`src/hw/rtl/lrupr_pkg.sv`:
```
// shared constants and types of the lru page replacement core
`default_nettype none

package lrupr_pkg;

  // default sizes handed to the top level parameters
  localparam int unsigned FRAMES_DEF    = 16;
  localparam int unsigned PAGE_BITS_DEF = 16;

  // fixed field widths
  localparam int unsigned SLOT_W  = 4;
  localparam int unsigned COUNT_W = 32;
  localparam int unsigned CFG_W   = 5;

  // reset value of frames_in_use
  localparam logic [CFG_W-1:0] FRAMES_IN_USE_RST = CFG_W'(16);

  // apb port
  localparam int unsigned APB_AW = 3;
  localparam int unsigned APB_DW = 32;

  // register index as decoded from paddr[APB_AW-1:2]
  localparam logic [APB_AW-3:0] REG_FRAMES_IN_USE = '0;

  // outcome of one lookup
  typedef struct packed {
    logic hit;    // page was resident
    logic evict;  // a resident page is replaced
  } lrupr_dec_t;

  // saturating increment of the fault counter
  function automatic logic [COUNT_W-1:0] sat_inc(input logic [COUNT_W-1:0] v);
    logic [COUNT_W-1:0] r;
    r = (v == '1) ? v : v + COUNT_W'(1);
    return r;
  endfunction

endpackage

`default_nettype wire

```
`src/hw/rtl/lru_page_replacement_core.sv`:
```
// top level of the lru page replacement core
//
// one page request per input word, one result word per request
// input channel: in_valid_i / in_stall_o carry page_number_i
// output channel: out_valid_o / out_stall_i carry hit_o, frame_slot_o,
//   evicted_valid_o, evicted_page_o and fault_count_o
// a word moves at a rising edge with valid high and stall low
// path: an accepted request goes into the input register; its lookup and
//   frame update write the result register once that register is free
// throughput: one request per cycle without stalls; all frames are compared
//   in parallel and the lru victim comes from a flat rank compare, so the
//   frame state is updated in the same cycle the result is registered
// when the receiver stalls, the result register holds and the input
//   register still takes one more word; after that in_stall_o rises
// reset: all frames empty, ranks zero, fault count zero, frames_in_use 16
// configuration: apb write of frames_in_use at byte address 0, only while
//   no request is in flight; frames at or above the new count (min 1) are emptied
`default_nettype none

module lru_page_replacement_core
  import lrupr_pkg::*;
#(
  parameter int unsigned FRAMES    = FRAMES_DEF,
  parameter int unsigned PAGE_BITS = PAGE_BITS_DEF
) (
  input  wire logic                 clk_i,
  input  wire logic                 rst_ni,
  // apb configuration
  input  wire logic                 psel,
  input  wire logic                 penable,
  input  wire logic                 pwrite,
  input  wire logic [APB_AW-1:0]    paddr,
  input  wire logic [APB_DW-1:0]    pwdata,
  output logic      [APB_DW-1:0]    prdata,
  output logic                      pready,
  // request channel
  input  wire logic                 in_valid_i,
  output logic                      in_stall_o,
  input  wire logic [PAGE_BITS-1:0] page_number_i,
  // result channel
  output logic                      out_valid_o,
  input  wire logic                 out_stall_i,
  output logic                      hit_o,
  output logic      [SLOT_W-1:0]    frame_slot_o,
  output logic                      evicted_valid_o,
  output logic      [PAGE_BITS-1:0] evicted_page_o,
  output logic      [COUNT_W-1:0]   fault_count_o
);

  // ranks run from zero (most recent) to FRAMES-1
  localparam int unsigned RankW = (FRAMES > 1) ? $clog2(FRAMES) : 1;

  // configuration
  logic [FRAMES-1:0] active, keep;
  logic              cfg_clr;

  // input register
  logic                 in_vld_q;
  logic [PAGE_BITS-1:0] page_q;

  // result register
  logic                 out_vld_q;
  logic                 hit_q, ev_vld_q;
  logic [SLOT_W-1:0]    slot_q;
  logic [PAGE_BITS-1:0] ev_page_q;
  logic [COUNT_W-1:0]   fault_cnt_q;

  // fault counter
  logic [COUNT_W-1:0] faults_q, faults_d;

  // frame state and lookup
  logic [FRAMES-1:0][PAGE_BITS-1:0] pages;
  logic [FRAMES-1:0]                valid;
  logic [FRAMES-1:0][RankW-1:0]     ranks, rank_d;
  lrupr_dec_t                       dec;
  logic [FRAMES-1:0]                slot_oh;
  logic [SLOT_W-1:0]                slot;
  logic [PAGE_BITS-1:0]             ev_page;

  logic adv, upd;

  lrupr_cfg_regs #(
    .FRAMES (FRAMES)
  ) u_cfg (
    .clk_i    (clk_i),
    .rst_ni   (rst_ni),
    .psel     (psel),
    .penable  (penable),
    .pwrite   (pwrite),
    .paddr    (paddr),
    .pwdata   (pwdata),
    .prdata   (prdata),
    .pready   (pready),
    .active_o (active),
    .clr_o    (cfg_clr),
    .keep_o   (keep)
  );

  // result register frees up when empty or being taken
  assign adv        = ~out_vld_q | ~out_stall_i;
  // the request in the input register is looked up and committed
  assign upd        = in_vld_q & adv;
  assign in_stall_o = in_vld_q & ~adv;

  always_ff @(posedge clk_i or negedge rst_ni) begin
    if (!rst_ni) begin
      in_vld_q <= 1'b0;
    end else if (!in_stall_o) begin
      in_vld_q <= in_valid_i;
    end
  end

  always_ff @(posedge clk_i) begin
    if (!in_stall_o && in_valid_i) begin
      page_q <= page_number_i;
    end
  end

  lrupr_select #(
    .FRAMES    (FRAMES),
    .PAGE_BITS (PAGE_BITS),
    .RANK_W    (RankW)
  ) u_select (
    .page_i    (page_q),
    .active_i  (active),
    .valid_i   (valid),
    .pages_i   (pages),
    .ranks_i   (ranks),
    .dec_o     (dec),
    .slot_oh_o (slot_oh),
    .slot_o    (slot),
    .ev_page_o (ev_page),
    .rank_d_o  (rank_d)
  );

  lrupr_frame_store #(
    .FRAMES    (FRAMES),
    .PAGE_BITS (PAGE_BITS),
    .RANK_W    (RankW)
  ) u_store (
    .clk_i     (clk_i),
    .rst_ni    (rst_ni),
    .upd_i     (upd),
    .dec_i     (dec),
    .slot_oh_i (slot_oh),
    .page_i    (page_q),
    .rank_d_i  (rank_d),
    .clr_i     (cfg_clr),
    .keep_i    (keep),
    .pages_o   (pages),
    .valid_o   (valid),
    .ranks_o   (ranks)
  );

  // count faults, saturating at all ones
  always_comb begin
    faults_d = faults_q;
    if (upd && !dec.hit) begin
      faults_d = sat_inc(faults_q);
    end
  end

  always_ff @(posedge clk_i or negedge rst_ni) begin
    if (!rst_ni) begin
      faults_q  <= '0;
      out_vld_q <= 1'b0;
    end else begin
      faults_q <= faults_d;
      if (adv) begin
        out_vld_q <= in_vld_q;
      end
    end
  end

  always_ff @(posedge clk_i) begin
    if (upd) begin
      hit_q       <= dec.hit;
      slot_q      <= slot;
      ev_vld_q    <= dec.evict;
      ev_page_q   <= ev_page;
      fault_cnt_q <= faults_d;
    end
  end

  assign out_valid_o     = out_vld_q;
  assign hit_o           = hit_q;
  assign frame_slot_o    = slot_q;
  assign evicted_valid_o = ev_vld_q;
  assign evicted_page_o  = ev_page_q;
  assign fault_count_o   = fault_cnt_q;

  // a committed request always lands in exactly one frame
  assert property (@(posedge clk_i) disable iff (!rst_ni) upd |-> $onehot(slot_oh))
    else $error("slot select not one-hot");

  // a hit never evicts
  assert property (@(posedge clk_i) disable iff (!rst_ni)
    out_vld_q |-> !(hit_q && ev_vld_q))
    else $error("hit reported with eviction");

  // the fault counter never goes back
  assert property (@(posedge clk_i) disable iff (!rst_ni) faults_q >= $past(faults_q))
    else $error("fault count decreased");

  // an eviction implies at least one fault so far
  assert property (@(posedge clk_i) disable iff (!rst_ni)
    (upd && dec.evict) |=> faults_q != '0)
    else $error("eviction without fault");

endmodule

`default_nettype wire

```
`src/hw/rtl/lrupr_cfg_regs.sv`:
```
// apb register block holding frames_in_use and the active frame mask
`default_nettype none

module lrupr_cfg_regs
  import lrupr_pkg::*;
#(
  parameter int unsigned FRAMES = FRAMES_DEF
) (
  input  wire logic              clk_i,
  input  wire logic              rst_ni,
  input  wire logic              psel,
  input  wire logic              penable,
  input  wire logic              pwrite,
  input  wire logic [APB_AW-1:0] paddr,
  input  wire logic [APB_DW-1:0] pwdata,
  output logic      [APB_DW-1:0] prdata,
  output logic                   pready,
  output logic      [FRAMES-1:0] active_o,
  output logic                   clr_o,
  output logic      [FRAMES-1:0] keep_o
);

  logic [CFG_W-1:0] frames_q, frames_d;
  logic             we;

  assign pready = 1'b1;
  assign we     = psel & penable & pwrite & (paddr[APB_AW-1:2] == REG_FRAMES_IN_USE);
  assign clr_o  = we;

  always_comb begin
    frames_d = frames_q;
    if (we) begin
      frames_d = pwdata[CFG_W-1:0];
    end
  end

  always_ff @(posedge clk_i or negedge rst_ni) begin
    if (!rst_ni) begin
      frames_q <= FRAMES_IN_USE_RST;
    end else begin
      frames_q <= frames_d;
    end
  end

  // zero acts as one, values above the frame count clamp naturally
  always_comb begin
    for (int i = 0; i < FRAMES; i++) begin
      active_o[i] = (i == 0) || (32'(i) < 32'(frames_q));
      keep_o[i]   = (i == 0) || (32'(i) < 32'(pwdata[CFG_W-1:0]));
    end
  end

  always_comb begin
    prdata = '0;
    if (paddr[APB_AW-1:2] == REG_FRAMES_IN_USE) begin
      prdata = APB_DW'(frames_q);
    end
  end

endmodule

`default_nettype wire

```
`src/hw/rtl/lrupr_select.sv`:
```
// parallel lookup: hit, empty and victim search plus next recency ranks
`default_nettype none

module lrupr_select
  import lrupr_pkg::*;
#(
  parameter int unsigned FRAMES    = FRAMES_DEF,
  parameter int unsigned PAGE_BITS = PAGE_BITS_DEF,
  parameter int unsigned RANK_W    = 4
) (
  input  wire logic [PAGE_BITS-1:0]             page_i,
  input  wire logic [FRAMES-1:0]                active_i,
  input  wire logic [FRAMES-1:0]                valid_i,
  input  wire logic [FRAMES-1:0][PAGE_BITS-1:0] pages_i,
  input  wire logic [FRAMES-1:0][RANK_W-1:0]    ranks_i,
  output lrupr_dec_t                            dec_o,
  output logic      [FRAMES-1:0]                slot_oh_o,
  output logic      [SLOT_W-1:0]                slot_o,
  output logic      [PAGE_BITS-1:0]             ev_page_o,
  output logic      [FRAMES-1:0][RANK_W-1:0]    rank_d_o
);

  localparam logic [RANK_W-1:0] RankMax = RANK_W'(FRAMES - 1);
  localparam logic [RANK_W:0]   RankNew = (RANK_W + 1)'(FRAMES);

  logic [FRAMES-1:0] match, empty, hit_oh, empty_oh, victim_oh;
  logic              any_hit, any_empty;
  logic [RANK_W:0]   old_rank;
  logic [RANK_W-1:0] hit_rank;

  always_comb begin
    for (int i = 0; i < FRAMES; i++) begin
      match[i] = valid_i[i] & active_i[i] & (pages_i[i] == page_i);
      empty[i] = active_i[i] & ~valid_i[i];
    end
  end

  // lowest set bit
  assign hit_oh    = match & (~match + FRAMES'(1));
  assign empty_oh  = empty & (~empty + FRAMES'(1));
  assign any_hit   = |match;
  assign any_empty = |empty;

  // largest rank wins, lowest index on a tie
  always_comb begin
    for (int i = 0; i < FRAMES; i++) begin
      victim_oh[i] = active_i[i];
      for (int j = 0; j < FRAMES; j++) begin
        if (active_i[j] && j != i) begin
          if (j < i) begin
            if (ranks_i[j] >= ranks_i[i]) victim_oh[i] = 1'b0;
          end else begin
            if (ranks_i[j] > ranks_i[i]) victim_oh[i] = 1'b0;
          end
        end
      end
    end
  end

  always_comb begin
    dec_o.hit   = any_hit;
    dec_o.evict = ~any_hit & ~any_empty;
    if (any_hit) begin
      slot_oh_o = hit_oh;
    end else if (any_empty) begin
      slot_oh_o = empty_oh;
    end else begin
      slot_oh_o = victim_oh;
    end
  end

  always_comb begin
    slot_o    = '0;
    ev_page_o = '0;
    hit_rank  = '0;
    for (int i = 0; i < FRAMES; i++) begin
      if (slot_oh_o[i]) slot_o = slot_o | SLOT_W'(i);
      if (hit_oh[i]) hit_rank = hit_rank | ranks_i[i];
      if (dec_o.evict && victim_oh[i]) ev_page_o = ev_page_o | pages_i[i];
    end
  end

  assign old_rank = any_hit ? {1'b0, hit_rank} : RankNew;

  always_comb begin
    for (int i = 0; i < FRAMES; i++) begin
      rank_d_o[i] = ranks_i[i];
      if (slot_oh_o[i]) begin
        rank_d_o[i] = '0;
      end else if (valid_i[i] && active_i[i] && ({1'b0, ranks_i[i]} < old_rank)
                   && ranks_i[i] != RankMax) begin
        rank_d_o[i] = ranks_i[i] + RANK_W'(1);
      end
    end
  end

endmodule

`default_nettype wire

```
`src/hw/rtl/lrupr_frame_store.sv`:
```
// frame pages, valid bits and recency ranks
`default_nettype none

module lrupr_frame_store
  import lrupr_pkg::*;
#(
  parameter int unsigned FRAMES    = FRAMES_DEF,
  parameter int unsigned PAGE_BITS = PAGE_BITS_DEF,
  parameter int unsigned RANK_W    = 4
) (
  input  wire logic                             clk_i,
  input  wire logic                             rst_ni,
  input  wire logic                             upd_i,
  input  wire lrupr_dec_t                       dec_i,
  input  wire logic [FRAMES-1:0]                slot_oh_i,
  input  wire logic [PAGE_BITS-1:0]             page_i,
  input  wire logic [FRAMES-1:0][RANK_W-1:0]    rank_d_i,
  input  wire logic                             clr_i,
  input  wire logic [FRAMES-1:0]                keep_i,
  output logic      [FRAMES-1:0][PAGE_BITS-1:0] pages_o,
  output logic      [FRAMES-1:0]                valid_o,
  output logic      [FRAMES-1:0][RANK_W-1:0]    ranks_o
);

  logic [FRAMES-1:0][PAGE_BITS-1:0] pages_q;
  logic [FRAMES-1:0]                valid_q;
  logic [FRAMES-1:0][RANK_W-1:0]    ranks_q;

  always_ff @(posedge clk_i) begin
    for (int i = 0; i < FRAMES; i++) begin
      if (upd_i && !dec_i.hit && slot_oh_i[i]) begin
        pages_q[i] <= page_i;
      end
    end
  end

  always_ff @(posedge clk_i or negedge rst_ni) begin
    if (!rst_ni) begin
      valid_q <= '0;
      ranks_q <= '0;
    end else if (clr_i) begin
      // frames beyond the new count drop out
      for (int i = 0; i < FRAMES; i++) begin
        if (!keep_i[i]) begin
          valid_q[i] <= 1'b0;
          ranks_q[i] <= '0;
        end
      end
    end else if (upd_i) begin
      valid_q <= valid_q | slot_oh_i;
      ranks_q <= rank_d_i;
    end
  end

  assign pages_o = pages_q;
  assign valid_o = valid_q;
  assign ranks_o = ranks_q;

endmodule

`default_nettype wire
```
`config.mk`:
```
export PLATFORM = sky130hd
export DESIGN_NAME = lru_page_replacement_core
export DESIGN_NICKNAME = d
export VERILOG_FILES = /design/src/hw/rtl/lrupr_pkg.sv /design/src/hw/rtl/lru_page_replacement_core.sv /design/src/hw/rtl/lrupr_cfg_regs.sv /design/src/hw/rtl/lrupr_select.sv /design/src/hw/rtl/lrupr_frame_store.sv
export SDC_FILE = /design/constraint.sdc
export NUM_CORES = 1
export LEC_CHECK = 0
export ABC_AREA = 1
export ABC_CLOCK_PERIOD_IN_PS = 5000
export BUFFER_PORTS_ARGS = -buffer_cell sky130_fd_sc_hd__buf_2
export CAP_MARGIN = 20
export CORE_ASPECT_RATIO = 2
export CORE_MARGIN = 2
export CORE_UTILIZATION = 58
export CTS_CLUSTER_SIZE = 10
export DETAILED_ROUTE_END_ITERATION = 8
export GPL_ROUTABILITY_DRIVEN = 0
export PLACE_DENSITY = 0.87
export SKIP_LAST_GASP = 1
export SYNTH_ARGS = -nofsm -noshare
export SYNTH_HDL_FRONTEND = slang
export SYNTH_SLANG_ARGS = --single-unit
export TNS_END_PERCENT = 100
```
`constraint.sdc`:
```
create_clock -name clk_i -period 5 [get_ports clk_i]
set_input_delay 1 -clock clk_i [delete_from_list [all_inputs] [get_ports clk_i]]
set_output_delay 1 -clock clk_i [all_outputs]
set_load 0.02 [all_outputs]
```
==> flow_metrics.tcl, run 1 <==
set metrics [dict create \
    status "aborted with a tool error" \
    lastStage "global routing (5_1_grt)" \
    error_line "[ERROR GRT-0116] Global routing finished with congestion. Check the congestion regions in the DRC Viewer." \
    ctsResizeCount 0 \
    synthesis.area_um2 38600 \
    grt_overflow 251 \
    io_pins 147 \
    synth-seq-cells 445 \
    synth.yosys.seq_area_share_pct 33.1 \
    synth_edf_count 326 \
    numPortBuffers 89 \
    cts_buffers 50 \
    cts_root_buf "clkbuf_16" \
    grt_pass1_wl_um 298000 \
    initial_core_util_pct 58.6 \
    rows 133 \
    syn_area_per_cell_um2 7.79 \
    postCtsHoldBufs 0 \
    dp_hpwl_um 125000 \
    grt_start_max_net_pins 71 \
    synth_cell_type_count 78 \
    syn_inst 4950 \
    cts_max_path_buffers 3 \
    post_cts_buffers 0 \
    grt_pass1_vias 43600 \
    track_usage_pct 58.1 \
    fp.dieH_um 369 \
    fp.dieW_um 186 \
    htreeDepth 2 \
    yosysWarnings 0 \
    ys.flop_type "edfxtp_1" \
    async_flop_share_pct 26.7 \
    clock_sinks 445 \
]
[metal layers]
layer  GRT overflow  track usage [%]
met2            145             80.2
met5              0             12.8
met1              1             55.5
met3              3             37.2
met4            102             60.7
[kinds of logic after synthesis]
| logic type | after synthesis | synth area share [%] |
|---|---|---|
| simple gates | 2350 | 26.6 |
| buf+inv | 725 | 7.87 |
| compound gates | 706 | 10.7 |
| fa+ha+maj | 545 | 17.7 |
| flops | 445 | 33.1 |
| xor+xnor | 177 | 4.02 |
| other cells | 2 | 0.0195 |
[Yosys cell counts (all sizes together), types with 5 or more instances]
library cell  instances  area (um2)
ha                  545        6820
a221oi               18         158
xnor2                29         254
buf                  98         663
and2                  5        31.3
nand3b               16         120
dfrtp               118        2950
or2                  18         115
and3                  5        31.3
o21bai               26         195
nor3                 60         333
clkbuf               18        71.3
o21ai               283        1430
nor2                529        2090
a21oi               203        1030
nand3               277        1510
o211ai               18         145
nor3b                13        97.6
o22ai                51         319
inv                 607        2290
a21o                  5        37.5
o31ai                 9        67.6
nand4               104         657
xor2                148        1300
edfxtp              326        9790
o2111ai              17         149
a32oi                17         149
nor4                 48         358
a211oi                7        57.6
a31oi                24         150
nand2              1271        4870
[per-stage QoR]
stage	hold slack [ns]	cell area [um2]	std cells	worst slack (ns)	util, %
3_3_place_gp	0.472	41000	6011	0.348	62.4
2_1_floorplan	0.444	38700	4976	0.336	-
3_5_place_dp	0.474	41000	6011	0.129	62.4
4_1_cts	0.438	42400	6093	0.105	64.6
==> run 2: changes to the inputs <==
- ABC_CLOCK_PERIOD_IN_PS: 5000 -> 6500
- CORE_ASPECT_RATIO: 2 -> default
- CORE_UTILIZATION: 58 -> 40
- CTS_CLUSTER_SIZE: 10 -> default
- PLACE_DENSITY: 0.87 -> default
- PLACE_DENSITY_LB_ADDON: default -> 0.15
- clock period: 5 -> 6.5 ns (I/O delays scaled with it)
==> run 2 against run 1 <==
The run now ends clean; synthesized cell count did not move; synthesized area unchanged.
==> flow_metrics.tcl, run 2 <==
set metrics [dict create \
    fin_nets 5750 \
    drt_iter0_drc 3870 \
    hold_class "flop to flop" \
    power.density_nw_per_um2 362 \
    fp.dieH_um 314 \
    crit_path_frequent_cell "nand2_1" \
    period_minus_slack_ns 5.54 \
    fin_tns_setup_ns 0 \
    whs_ns 0.492 \
    synthTopCellsByArea "edfxtp_1 25%, ha_1 18%, nand2_1 12%" \
    syn_area_per_cell_um2 7.79 \
    async_flop_share_pct 26.7 \
    ctsResizeCount 0 \
    dp.cells 6357 \
    drc 0 \
    worst_setup_path_end_kind "flop" \
    worstMarginPinSlew_ns 1.10 \
    htreeDepth 2 \
    rows 113 \
    grt_antenna_before_repair 3 \
    final_max_slew_viol_count 0 \
    p_leak_nw 21.1 \
    slew_headroom_pct 26.1 \
    finalPower_mw 15.5 \
    synthesis.area_um2 38600 \
    largest_register_ffs 256 \
    syn_inst 4950 \
    power.internal_mw 7.95 \
    layout_common_cells "1247 x nand2_1, 581 x inv_1, 545 x ha_1" \
    cts_max_path_buffers 3 \
    grt_start_max_net_pins 72 \
    post_drt_wl_per_cell_um 25.1 \
    synth_cell_type_count 78 \
    final_common_cell "nand2_1" \
    max-vdd-ir-drop_v 0.000199 \
    ys.flop_type "edfxtp_1" \
    max_freq_mhz 181 \
    clkPwrFrac_pct 19.8 \
    startpoint_type "flop" \
    die_area_um2 98900 \
    yosys-top-cells-count "1247 x nand2_1, 581 x inv_1, 545 x ha_1" \
    grt_pass1_vias 34000 \
    synth_edf_count 326 \
    wl_um 162000 \
    yosysWarnings 0 \
    cp.arrival_ns 5.77 \
    cp.required_ns 6.73 \
    crit_chain "inv_1 -> ha_1 -> nand2_1 -> o21ai_0 -> nand2_1 -> nand2_1 -> o221ai_1 -> nor4_1 -> nand2_1 -> o21a_1 -> nand2_1 -> nand2_1 -> inv_1" \
    synth-seq-cells 445 \
    dp_hpwl_um 124000 \
    worstSkewPairLatency_ns 0.64 \
    syn2layout_area_growth_pct 11.2 \
    drtPass1Iterations 6 \
    io_pins 147 \
    stdcell_count 6458 \
    fin_util_pct 45.0 \
    combPwrFrac_pct 55.7 \
    post_cts_buffers 0 \
    clock_sinks 445 \
    skew_ns 0.0400 \
    status "finished clean" \
    track_usage_pct 32.1 \
    initial_core_util_pct 40.5 \
    placed_area_um2 41100 \
    cts_buffers 53 \
    coreArea_um2 95300 \
    vias 36800 \
    synth.yosys.seq_area_share_pct 33.1 \
    power_frac_seq_pct 24.5 \
    yosysTopAreaCell "edfxtp_1" \
    fin_crit_sh_pct 85.2 \
    postCtsHoldBufs 0 \
    clkTransAtPathRegs_ns 0.06 \
    nFillCells 9701 \
    synth_most_common_cell "nand2_1" \
    drive_above_1_share_pct 8.65 \
    hold_viol 0 \
    holdPathStages 1 \
    cp_max_fo 16 \
    max_stage_delay_ns 0.88 \
    cap_viol_max_count 0 \
    avgViaCountPerCell 5.70 \
    grt_overflow 0 \
    sw_frac_of_total_pct 48.8 \
    critical_path_class "flop to flop" \
    power_switching_mw 7.57 \
    numPortBuffers 89 \
    final_area_um2 42900 \
    r2r_cells 13 \
    fp.dieW_um 314 \
    grt_pass1_wl_um 233000 \
    synth_top_area_share_pct 25.4 \
    detailedPlace.worstSlack_ns 1.17 \
    slowest_stage "nor4_1" \
    rsz0062_at_grt "false" \
    tritoncts "yes" \
    ant_nets 0 \
    finalSetupViolCount 0 \
    cts_root_buf "clkbuf_16" \
    finalWorstSetupSlack_ns 0.963 \
]
## run 2: power by group through the flow
stage | combinational (mW) | clock [mW] | sequential (mW)
floorplan | 5.29 | 0 | 3.86
global placement | 8.24 | 0 | 3.84
detailed placement | 8.41 | 0 | 3.84
CTS | 8.45 | 3.11 | 3.78
global route | 9.61 | 3.20 | 3.83
finish | 8.64 | 3.07 | 3.81
## run 2: cells by family (layout without fill, tap and decap cells)
kind of cell | after synthesis | after routing | share of synthesized area, %
buffers and inverters | 725 | 940 | 7.87
xor gates and xnor gates | 177 | 177 | 4.02
DFF | 445 | 445 | 33.1
and+or+nand+nor | 2350 | 2350 | 26.6
adders and majority gates | 545 | 545 | 17.7
AOI/OAI and AO/OA | 706 | 706 | 10.7
other | 2 | 30 | 0.0195
## run 2: path summary, 6_finish.rpt
check,startpoint,to,slack [ns]
min in group asynchronous,rst_ni,u_store.ranks_o[56],0.70
max,u_store.ranks_o[20],u_store.pages_o[74],0.96
max reg2reg,u_store.ranks_o[20],u_store.pages_o[74],0.96
min reg2reg,faults_q[31],faults_q[31],0.49
min,faults_q[31],faults_q[31],0.49
max in group asynchronous,rst_ni,u_store.ranks_o[17],4.48
## run 2: area by class of cell
cell class	count	area (um2)	share of cell area [%]
Antenna cell	2	5.00	0.0117
Timing Repair Buffer	232	1550	3.62
Inverter	609	2300	5.36
Sequential cell	445	12800	29.8
Multi-Input combinational cell	3806	22900	53.4
Clock inverter	28	262	0.610
Clock buffer	71	1510	3.51
Tap cell	1265	1580	3.69
## run 2: worst max-delay path, delay by kind of cell (launching register included)
kind	cells	cell delay, ns
flops	1	0.59
buf+inv	2	1.08
fa+ha+maj	1	0.48
simple gates	7	2.01
compound gates	3	1.00
## run 2: layer usage
metal / share of wire, % / GRT usage, %
met1: 40 / 41.0
met2: 43 / 49.5
met3: 8.6 / 5.54
met4: 8.3 / 22.5
met5: 0 / 0
Power figures use the tool's default switching activity.
